### src/hdl/zcpt_pkg.sv
`timescale 1ns / 1ps

package zcpt_pkg;

    // Field and register widths
    localparam int WORD_W      = 16;
    localparam int COUNT_W     = 7;
    localparam int SELECT_W    = 6;
    localparam int STEP_W      = 32;
    localparam int ACC_W       = 64;
    localparam int FRAC_W      = 16;
    localparam int TIME_W      = 48;
    localparam int INDEX_W     = 32;
    localparam int CFG_DATA_W  = 32;
    localparam int CFG_INDEX_W = 2;

    localparam int MAX_CHANNELS = 64;

    // Queue between front and back
    localparam int QUEUE_DEPTH = 4;
    localparam int QPTR_W      = $clog2(QUEUE_DEPTH);
    localparam int QCNT_W      = $clog2(QUEUE_DEPTH + 1);

    // Reset values of the registers
    localparam logic [COUNT_W-1:0]  COUNT_RESET  = COUNT_W'(1);
    localparam logic [SELECT_W-1:0] SELECT_RESET = '0;
    localparam logic [STEP_W-1:0]   STEP_RESET   = STEP_W'(2048000);

    typedef enum logic [CFG_INDEX_W-1:0] {
        REG_CHANNEL_COUNT  = 2'd0,
        REG_CHANNEL_SELECT = 2'd1,
        REG_TIME_STEP      = 2'd2
    } cfg_reg_t;

    typedef struct packed {
        logic [COUNT_W-1:0]  channel_count;
        logic [SELECT_W-1:0] channel_select;
        logic [STEP_W-1:0]   time_per_sample_q16;
    } cfg_t;

    // One kept sample as handed from front to back
    typedef struct packed {
        logic signed [WORD_W-1:0] value;
        logic [INDEX_W-1:0]       index;
        logic [TIME_W-1:0]        stamp;
    } sample_t;

    typedef struct packed {
        logic full;
        logic empty;
    } q_status_t;

endpackage

### src/hdl/zcpt_in_if.sv
`timescale 1ns / 1ps

interface zcpt_in_if;
    import zcpt_pkg::*;

    logic                     valid;
    logic                     ready;
    logic signed [WORD_W-1:0] word;

    modport source (output valid, output word, input ready);
    modport sink   (input valid, input word, output ready);
endinterface

### src/hdl/zcpt_out_if.sv
`timescale 1ns / 1ps

interface zcpt_out_if;
    import zcpt_pkg::*;

    logic               valid;
    logic               ready;
    logic               level_on;
    logic [TIME_W-1:0]  event_time;
    logic [INDEX_W-1:0] frame_index;

    modport source (output valid, output level_on, output event_time, output frame_index,
                    input ready);
    modport sink   (input valid, input level_on, input event_time, input frame_index,
                    output ready);
endinterface

### src/hdl/zcpt_front.sv
`timescale 1ns / 1ps

module zcpt_front (
    input  logic                clk,
    input  logic                rst_n,
    input  zcpt_pkg::cfg_t      cfg,
    zcpt_in_if.sink             samples,
    input  zcpt_pkg::q_status_t q_status,
    output logic                push,
    output zcpt_pkg::sample_t   push_data
);
    import zcpt_pkg::*;

    logic [SELECT_W-1:0] slot_reg, slot_next;
    logic [INDEX_W-1:0]  count_reg, count_next;
    logic [ACC_W-1:0]    acc_reg, acc_next;
    logic [COUNT_W-1:0]  n_eff;
    logic [COUNT_W-1:0]  slot_plus;
    logic                accept;
    logic                selected;

    // channel count zero acts as one, above the maximum it saturates
    always_comb
    begin
        if (cfg.channel_count == '0)
            n_eff = COUNT_W'(1);
        else if (cfg.channel_count > COUNT_W'(MAX_CHANNELS))
            n_eff = COUNT_W'(MAX_CHANNELS);
        else
            n_eff = cfg.channel_count;
    end

    assign samples.ready = !q_status.full;
    assign accept        = samples.valid && samples.ready;
    assign slot_plus     = {1'b0, slot_reg} + COUNT_W'(1);
    assign selected      = (slot_reg == cfg.channel_select);
    assign push          = accept && selected;

    assign push_data.value = samples.word;
    assign push_data.index = count_reg;
    assign push_data.stamp = acc_reg[FRAC_W +: TIME_W];

    always_comb
    begin
        slot_next  = slot_reg;
        count_next = count_reg;
        acc_next   = acc_reg;
        if (accept)
        begin
            slot_next = (slot_plus >= n_eff) ? '0 : slot_plus[SELECT_W-1:0];
            if (selected)
            begin
                count_next = count_reg + INDEX_W'(1);
                acc_next   = acc_reg + ACC_W'(cfg.time_per_sample_q16);
            end
        end
    end

    always_ff @(posedge clk or negedge rst_n)
    begin
        if (!rst_n)
        begin
            slot_reg  <= '0;
            count_reg <= '0;
            acc_reg   <= '0;
        end
        else
        begin
            slot_reg  <= slot_next;
            count_reg <= count_next;
            acc_reg   <= acc_next;
        end
    end

endmodule

### src/hdl/zcpt_queue.sv
`timescale 1ns / 1ps

module zcpt_queue (
    input  logic                clk,
    input  logic                rst_n,
    input  logic                push,
    input  zcpt_pkg::sample_t   push_data,
    input  logic                pop,
    output zcpt_pkg::sample_t   pop_data,
    output zcpt_pkg::q_status_t status
);
    import zcpt_pkg::*;

    sample_t           mem_reg [QUEUE_DEPTH];
    logic [QPTR_W-1:0] wr_ptr_reg, wr_ptr_next;
    logic [QPTR_W-1:0] rd_ptr_reg, rd_ptr_next;
    logic [QCNT_W-1:0] cnt_reg, cnt_next;

    assign status.full  = (cnt_reg == QCNT_W'(QUEUE_DEPTH));
    assign status.empty = (cnt_reg == '0);
    assign pop_data     = mem_reg[rd_ptr_reg];

    always_comb
    begin
        wr_ptr_next = push ? wr_ptr_reg + QPTR_W'(1) : wr_ptr_reg;
        rd_ptr_next = pop  ? rd_ptr_reg + QPTR_W'(1) : rd_ptr_reg;
        cnt_next    = cnt_reg;
        if (push && !pop)
            cnt_next = cnt_reg + QCNT_W'(1);
        else if (pop && !push)
            cnt_next = cnt_reg - QCNT_W'(1);
    end

    always_ff @(posedge clk or negedge rst_n)
    begin
        if (!rst_n)
        begin
            wr_ptr_reg <= '0;
            rd_ptr_reg <= '0;
            cnt_reg    <= '0;
        end
        else
        begin
            wr_ptr_reg <= wr_ptr_next;
            rd_ptr_reg <= rd_ptr_next;
            cnt_reg    <= cnt_next;
        end
    end

    always_ff @(posedge clk)
    begin
        if (push)
            mem_reg[wr_ptr_reg] <= push_data;
    end

endmodule

### src/hdl/zcpt_back.sv
`timescale 1ns / 1ps

module zcpt_back (
    input  logic                clk,
    input  logic                rst_n,
    input  zcpt_pkg::q_status_t q_status,
    input  zcpt_pkg::sample_t   pop_data,
    output logic                pop,
    zcpt_out_if.source          events
);
    import zcpt_pkg::*;

    logic                     have_prev_reg, have_prev_next;
    logic                     crossing_reg, crossing_next;
    logic signed [WORD_W-1:0] prev_value_reg, prev_value_next;
    logic [TIME_W-1:0]        prev_time_reg, prev_time_next;

    logic                     out_valid_reg, out_valid_next;
    logic                     level_reg, level_next;
    logic [TIME_W-1:0]        time_reg, time_next;
    logic [INDEX_W-1:0]       index_reg, index_next;

    logic signed [WORD_W-1:0] p;
    logic signed [WORD_W-1:0] v;
    logic                     is_cross;
    logic                     is_turn;
    logic                     emit;

    assign p = prev_value_reg;
    assign v = pop_data.value;

    // take a sample only when the result register is free or being drained
    assign pop = !q_status.empty && (!out_valid_reg || events.ready);

    assign is_cross = ((p <= 0) && (v > 0)) || ((p >= 0) && (v < 0));
    assign is_turn  = ((p > 0) && (p > v)) || ((p < 0) && (p < v));
    assign emit     = pop && have_prev_reg && crossing_reg && is_turn;

    always_comb
    begin
        have_prev_next  = have_prev_reg;
        crossing_next   = crossing_reg;
        prev_value_next = prev_value_reg;
        prev_time_next  = prev_time_reg;
        if (pop)
        begin
            if (have_prev_reg)
            begin
                // the arming sample gets no peak test
                if (!crossing_reg)
                    crossing_next = is_cross;
                else if (is_turn)
                    crossing_next = 1'b0;
            end
            have_prev_next  = 1'b1;
            prev_value_next = v;
            prev_time_next  = pop_data.stamp;
        end
    end

    always_comb
    begin
        out_valid_next = out_valid_reg;
        level_next     = level_reg;
        time_next      = time_reg;
        index_next     = index_reg;
        if (pop)
            out_valid_next = emit;
        else if (events.ready)
            out_valid_next = 1'b0;
        if (emit)
        begin
            level_next = (p > 0);
            time_next  = prev_time_reg;
            index_next = pop_data.index;
        end
    end

    always_ff @(posedge clk or negedge rst_n)
    begin
        if (!rst_n)
        begin
            have_prev_reg <= 1'b0;
            crossing_reg  <= 1'b0;
            out_valid_reg <= 1'b0;
        end
        else
        begin
            have_prev_reg <= have_prev_next;
            crossing_reg  <= crossing_next;
            out_valid_reg <= out_valid_next;
        end
    end

    always_ff @(posedge clk)
    begin
        prev_value_reg <= prev_value_next;
        prev_time_reg  <= prev_time_next;
        level_reg      <= level_next;
        time_reg       <= time_next;
        index_reg      <= index_next;
    end

    assign events.valid       = out_valid_reg;
    assign events.level_on    = level_reg;
    assign events.event_time  = time_reg;
    assign events.frame_index = index_reg;

endmodule

### src/hdl/zero_cross_peak_transition_detector.sv
`timescale 1ns / 1ps

// Zero-crossing / peak transition detector. Interleaved signed 16-bit words
// arrive on the samples channel, one item per clock while samples.ready is
// high; only the word at slot channel_select of each channel_count-word frame
// is kept. After a sign crossing arms the detector, the first sample that
// turns back toward zero produces one item on the events channel carrying the
// peak's polarity, its timestamp (integer part of the running Q16 time sum)
// and the index of the sample after the peak. Sustained rate is one word per
// cycle while the events sink keeps up: the front end filters and timestamps
// each word as it is accepted, a 4-entry queue holds kept samples, and the
// back end pops one per cycle into a single output register unless a result
// in it waits untaken. An accepted word is queued, then its result registered.
// samples.ready drops only when the queue is full, i.e. when the events sink
// has held off for four queued kept samples. No clearing pass after reset.
// Register writes (cfg_we/cfg_index/cfg_data) take effect on the next word
// and are meant to be done while the block is idle.
module zero_cross_peak_transition_detector (
    input  logic                             clk,
    input  logic                             rst_n,
    input  logic                             cfg_we,
    input  logic [zcpt_pkg::CFG_INDEX_W-1:0] cfg_index,
    input  logic [zcpt_pkg::CFG_DATA_W-1:0]  cfg_data,
    zcpt_in_if.sink                          samples,
    zcpt_out_if.source                       events
);
    import zcpt_pkg::*;

    cfg_t      cfg_reg, cfg_next;
    q_status_t q_status;
    sample_t   push_data;
    sample_t   pop_data;
    logic      push;
    logic      pop;

    // Register file: unknown indexes are ignored
    always_comb
    begin
        cfg_next = cfg_reg;
        if (cfg_we)
        begin
            case (cfg_reg_t'(cfg_index))
                REG_CHANNEL_COUNT:  cfg_next.channel_count       = cfg_data[COUNT_W-1:0];
                REG_CHANNEL_SELECT: cfg_next.channel_select      = cfg_data[SELECT_W-1:0];
                REG_TIME_STEP:      cfg_next.time_per_sample_q16 = cfg_data[STEP_W-1:0];
                default:            cfg_next = cfg_reg;
            endcase
        end
    end

    always_ff @(posedge clk or negedge rst_n)
    begin
        if (!rst_n)
        begin
            cfg_reg.channel_count       <= COUNT_RESET;
            cfg_reg.channel_select      <= SELECT_RESET;
            cfg_reg.time_per_sample_q16 <= STEP_RESET;
        end
        else
        begin
            cfg_reg <= cfg_next;
        end
    end

    // Front end: slot filter, sample index and time accumulator
    zcpt_front u_front (
        .clk       (clk),
        .rst_n     (rst_n),
        .cfg       (cfg_reg),
        .samples   (samples),
        .q_status  (q_status),
        .push      (push),
        .push_data (push_data)
    );

    // Decoupling queue of kept samples
    zcpt_queue u_queue (
        .clk       (clk),
        .rst_n     (rst_n),
        .push      (push),
        .push_data (push_data),
        .pop       (pop),
        .pop_data  (pop_data),
        .status    (q_status)
    );

    // Back end: crossing/peak detection and the output register
    zcpt_back u_back (
        .clk      (clk),
        .rst_n    (rst_n),
        .q_status (q_status),
        .pop_data (pop_data),
        .pop      (pop),
        .events   (events)
    );

endmodule

### src/flat_wrapper.sv
// flat-port wrapper written by rule: the top's interface ports become plain ports
module zero_cross_peak_transition_detector_flat import zcpt_pkg::*;
  (clk, rst_n, cfg_we, cfg_index, cfg_data, samples_valid, samples_word, samples_ready, events_valid, events_level_on, events_event_time, events_frame_index, events_ready);
  zcpt_in_if samples_i ();
  zcpt_out_if events_i ();
  input  logic clk;
  input  logic rst_n;
  input  logic cfg_we;
  input  logic [zcpt_pkg::CFG_INDEX_W-1:0] cfg_index;
  input  logic [zcpt_pkg::CFG_DATA_W-1:0] cfg_data;
  input wire logic [$bits(samples_i.valid)-1:0] samples_valid;
  input wire logic [$bits(samples_i.word)-1:0] samples_word;
  output wire logic [$bits(samples_i.ready)-1:0] samples_ready;
  output wire logic [$bits(events_i.valid)-1:0] events_valid;
  output wire logic [$bits(events_i.level_on)-1:0] events_level_on;
  output wire logic [$bits(events_i.event_time)-1:0] events_event_time;
  output wire logic [$bits(events_i.frame_index)-1:0] events_frame_index;
  input wire logic [$bits(events_i.ready)-1:0] events_ready;
  assign samples_i.valid = samples_valid;
  assign samples_i.word = samples_word;
  assign samples_ready = samples_i.ready;
  assign events_valid = events_i.valid;
  assign events_level_on = events_i.level_on;
  assign events_event_time = events_i.event_time;
  assign events_frame_index = events_i.frame_index;
  assign events_i.ready = events_ready;
  zero_cross_peak_transition_detector u_core (.clk(clk), .rst_n(rst_n), .cfg_we(cfg_we), .cfg_index(cfg_index), .cfg_data(cfg_data), .samples(samples_i), .events(events_i));
endmodule
### config.mk
export PLATFORM = sky130hd
export DESIGN_NAME = zero_cross_peak_transition_detector_flat
export DESIGN_NICKNAME = d
export VERILOG_FILES = /design/src/hdl/zcpt_pkg.sv /design/src/hdl/zcpt_in_if.sv /design/src/hdl/zcpt_out_if.sv /design/src/hdl/zcpt_front.sv /design/src/hdl/zcpt_queue.sv /design/src/hdl/zcpt_back.sv /design/src/hdl/zero_cross_peak_transition_detector.sv /design/src/flat_wrapper.sv
export SDC_FILE = /design/constraint.sdc
export NUM_CORES = 1
export LEC_CHECK = 0
export BUFFER_PORTS_ARGS = -buffer_cell sky130_fd_sc_hd__buf_4
export CAP_MARGIN = 5
export CORE_MARGIN = 5
export CORE_UTILIZATION = 55
export CTS_CLUSTER_SIZE = 12
export DETAILED_ROUTE_END_ITERATION = 7
export PLACE_DENSITY = 0.76
export SYNTH_ARGS = -nofsm -noshare
export SYNTH_HDL_FRONTEND = slang
export SYNTH_HIERARCHICAL = 1
export SYNTH_SLANG_ARGS = --single-unit
export TNS_END_PERCENT = 50
### constraint.sdc
create_clock -name clk -period 8.9 [get_ports clk]
set_input_delay 1.78 -clock clk [delete_from_list [all_inputs] [get_ports clk]]
set_output_delay 1.78 -clock clk [all_outputs]
set_load 0.1 [all_outputs]
==> results.md <==
- Outcome: finished, final reports clean
- Detailed router's first-iteration violation count: 1,075
- Layout Nets: 1,881
- Commonest register cell after synthesis: edfxtp_1
- Pleak: 11.8 nW
- Antenna viol nets, final: 0
- Synth top cells by count: 529 x edfxtp_1, 150 x dfrtp_1, 102 x nand2_1
- Worst-path clk slew: 0.06 ns
- PD cells: 359 nW/um2
- Final Power: 11.3 mW
- Final hold vios: 0
- Worst EP arrival: 5.76 ns
- Synth top area share: 56.6%
- Chip width: 236 um
- Mapped Cells: 1,653
- Leading cell type by number of instances after synthesis: edfxtp_1
- Endpoint class of the critical path: register
- Overflow after GRT: 0
- Core area: 50,300 um2
- Starting density of the core: 55.8%
- Buffers on Ports: 137
- Synth warnings: 6
- Number of flip-flops in the largest register: 384
- Syn Nets: 1,772
- Max clock buf depth: 3
- CTS root buf: clkbuf_16
- Drt drc: 0
- Cell Count, Final, Fillers Out: 2,483
- Minimum clock period: 5.56 ns
- Placed cell count: 2,361
- Max_cap viols: 0
- Gates resized, CTS repair: 0
- Fmax: 180 MHz
- Boundary Pins: 138
- Peak supply drop: 213 uV
- Yosys reg bits: 686
- Post-CTS setup buffer count: 0
- Max Slew Vio Count: 0
- Hpwl dp: 33.9 mm
- Post-synth EDFFs: 529
- H-tree levels: 3
- Sequential area share after synthesis: 70.6%
- Fin crit share: 62.5%
- Library cells used by synthesis: 78
- Worst-path fanout max: 63
- DR WL/cell: 21.8 um
- Hold Buf Count CTS: 0
- GP Congestion: 0.858
- Worst skew pair latency: 0.59 ns
- Via count: 14,500
- Critical Path RT: 9.10 ns
- Initial antenna violation count: 2
- Startpoint types: register
- RSZ-0062 raised after global routing: no
- Mean Syn Cell Area: 17.0 um2
- # setup viols final: 0
- Syn Std Cell Area: 28,100 um2
- Vias in the first global route: 14,600
- First-pass GRT wire length: 84.0 mm
- Share of cells above drive strength 1: 23.2%
- Slew margin rel.: 14.7%
- Final Skew: 0.0214 ns
- Final worst slack: 3.34 ns
- Die height: 236 um
- Min-delay worst type: reg2reg
- ANT cells: 0
- Largest net degree at the start of global routing: 109
- TNS Setup: 0 ns
- Crit path kind: reg2reg
- Area leader, netlist: edfxtp_1
- Num CTS Buffers: 71
- Final WL: 54.1 mm
- CTS tree: yes
- Synthesis-to-layout area growth: 12.1%
- Synth area leaders: edfxtp_1 57%, dfrtp_1 13%, mux4_2 7.7%
- DRT Pass-1 Iters: 5
- DIE AREA: 55,600 um2
- Pre-CTS setup slack: 3.36 ns
- Slew @ Worst Pin: 1.28 ns
- GRT Util Overall: 19.2%
- TritonCTS Sinks: 686
- Ys async rst share: 22.9%
- FP Rows: 82
- Vias per cell: 5.85
report_power, final:
part / internal (mW) / switching [mW] / leakage (nW)
combinational: 1.20 / 2.78 / 3.75
clock: 1.57 / 1.12 / 1.04
sequential: 4.27 / 0.348 / 6.99
total: 7.04 / 4.25 / 11.8
final timing paths:
kind                                                 start                              endpoint  slack [ns]  depth (start not counted)
setup reg to reg              u_core/u_queue/rd_ptr_reg[1]  u_core/u_back/events.frame_index[28]        3.34                         11
hold reg to reg            u_core/u_back/prev_time_reg[34]   u_core/u_back/events.event_time[34]        0.41                          0
setup / recovery              u_core/u_queue/rd_ptr_reg[1]  u_core/u_back/events.frame_index[28]        3.34                         11
min in group asynchronous                            rst_n                     u_core/cfg_reg[8]        1.36                          1
hold / removal             u_core/u_back/prev_time_reg[34]   u_core/u_back/events.event_time[34]        0.41                          0
max in group asynchronous                            rst_n          u_core/u_queue/rd_ptr_reg[0]        6.20                          2
worst max-delay path, cell delays in order (launching register included):
cell,delay [ns]
dfrtp_4,0.88
buf_4,0.74
mux4_2,0.40
inv_1,0.07
ha_1,0.34
nand4_1,0.18
or2_1,0.29
a211oi_2,0.29
nor4_1,0.11
mux2_4,0.34
o21ai_4,0.64
buf_4,0.71
cell type report:
class | instances | area (um2)
clock buffers | 107 | 2030
well taps | 672 | 841
multi-input cells | 814 | 7380
inverters | 38 | 143
fillers | 3530 | 18800
flip-flops and latches | 686 | 19800
repair buffers | 151 | 1140
clock inverters | 15 | 97.6
placed cells by master (no fill, tap or decap), types with 8 or more instances in the layout:
cell type	synthesis	layout
clkbuf_1	25	28
ha_1	62	62
nor3_1	13	13
o211ai_1	10	10
inv_1	38	38
a21oi_1	57	57
clkbuf_16	0	74
xor2_1	63	63
and3_1	15	15
mux4_2	96	96
buf_4	65	150
xnor2_1	35	35
nor2_1	36	35
nand3_1	32	32
nor4_1	11	11
clkinv_2	0	8
a211oi_1	14	13
o21a_1	10	10
edfxtp_1	529	529
dfrtp_1	150	148
mux2_2	44	44
a21o_1	19	19
nand4_1	39	39
o21ai_0	45	44
nand2_1	102	101
through the flow:
step	util (%)	area, um2	hold slack, ns
2_1_floorplan	-	28100	0.400
3_3_place_gp	58.4	29300	0.404
3_5_place_dp	58.4	29300	0.405
4_1_cts	62.6	31500	0.405
5_1_grt	62.6	31500	0.421
6_report	62.6	31500	0.405
kinds of logic after synthesis:
logic type / synth area share [%]
AOI/OAI and AO/OA: 5.06
xor gates and xnor gates: 3.06
adders and majority gates: 2.91
and+or+nand+nor: 5.52
buffers and inverters: 3.21
muxes: 9.60
DFF: 70.6
routing by layer:
layer | part of all wire, % | routed length, um | GRT usage, % | vias to the layer above
li1 | - | - | - | 6578
met1 | 43 | 23000 | 26.9 | 7436
met2 | 50 | 26900 | 31.2 | 425
met3 | 5.3 | 2870 | 3.47 | 78
met4 | 2.3 | 1250 | 5.96 | 0
met5 | 0 | 0 | 0 | -
Power figures use the tool's default switching activity.
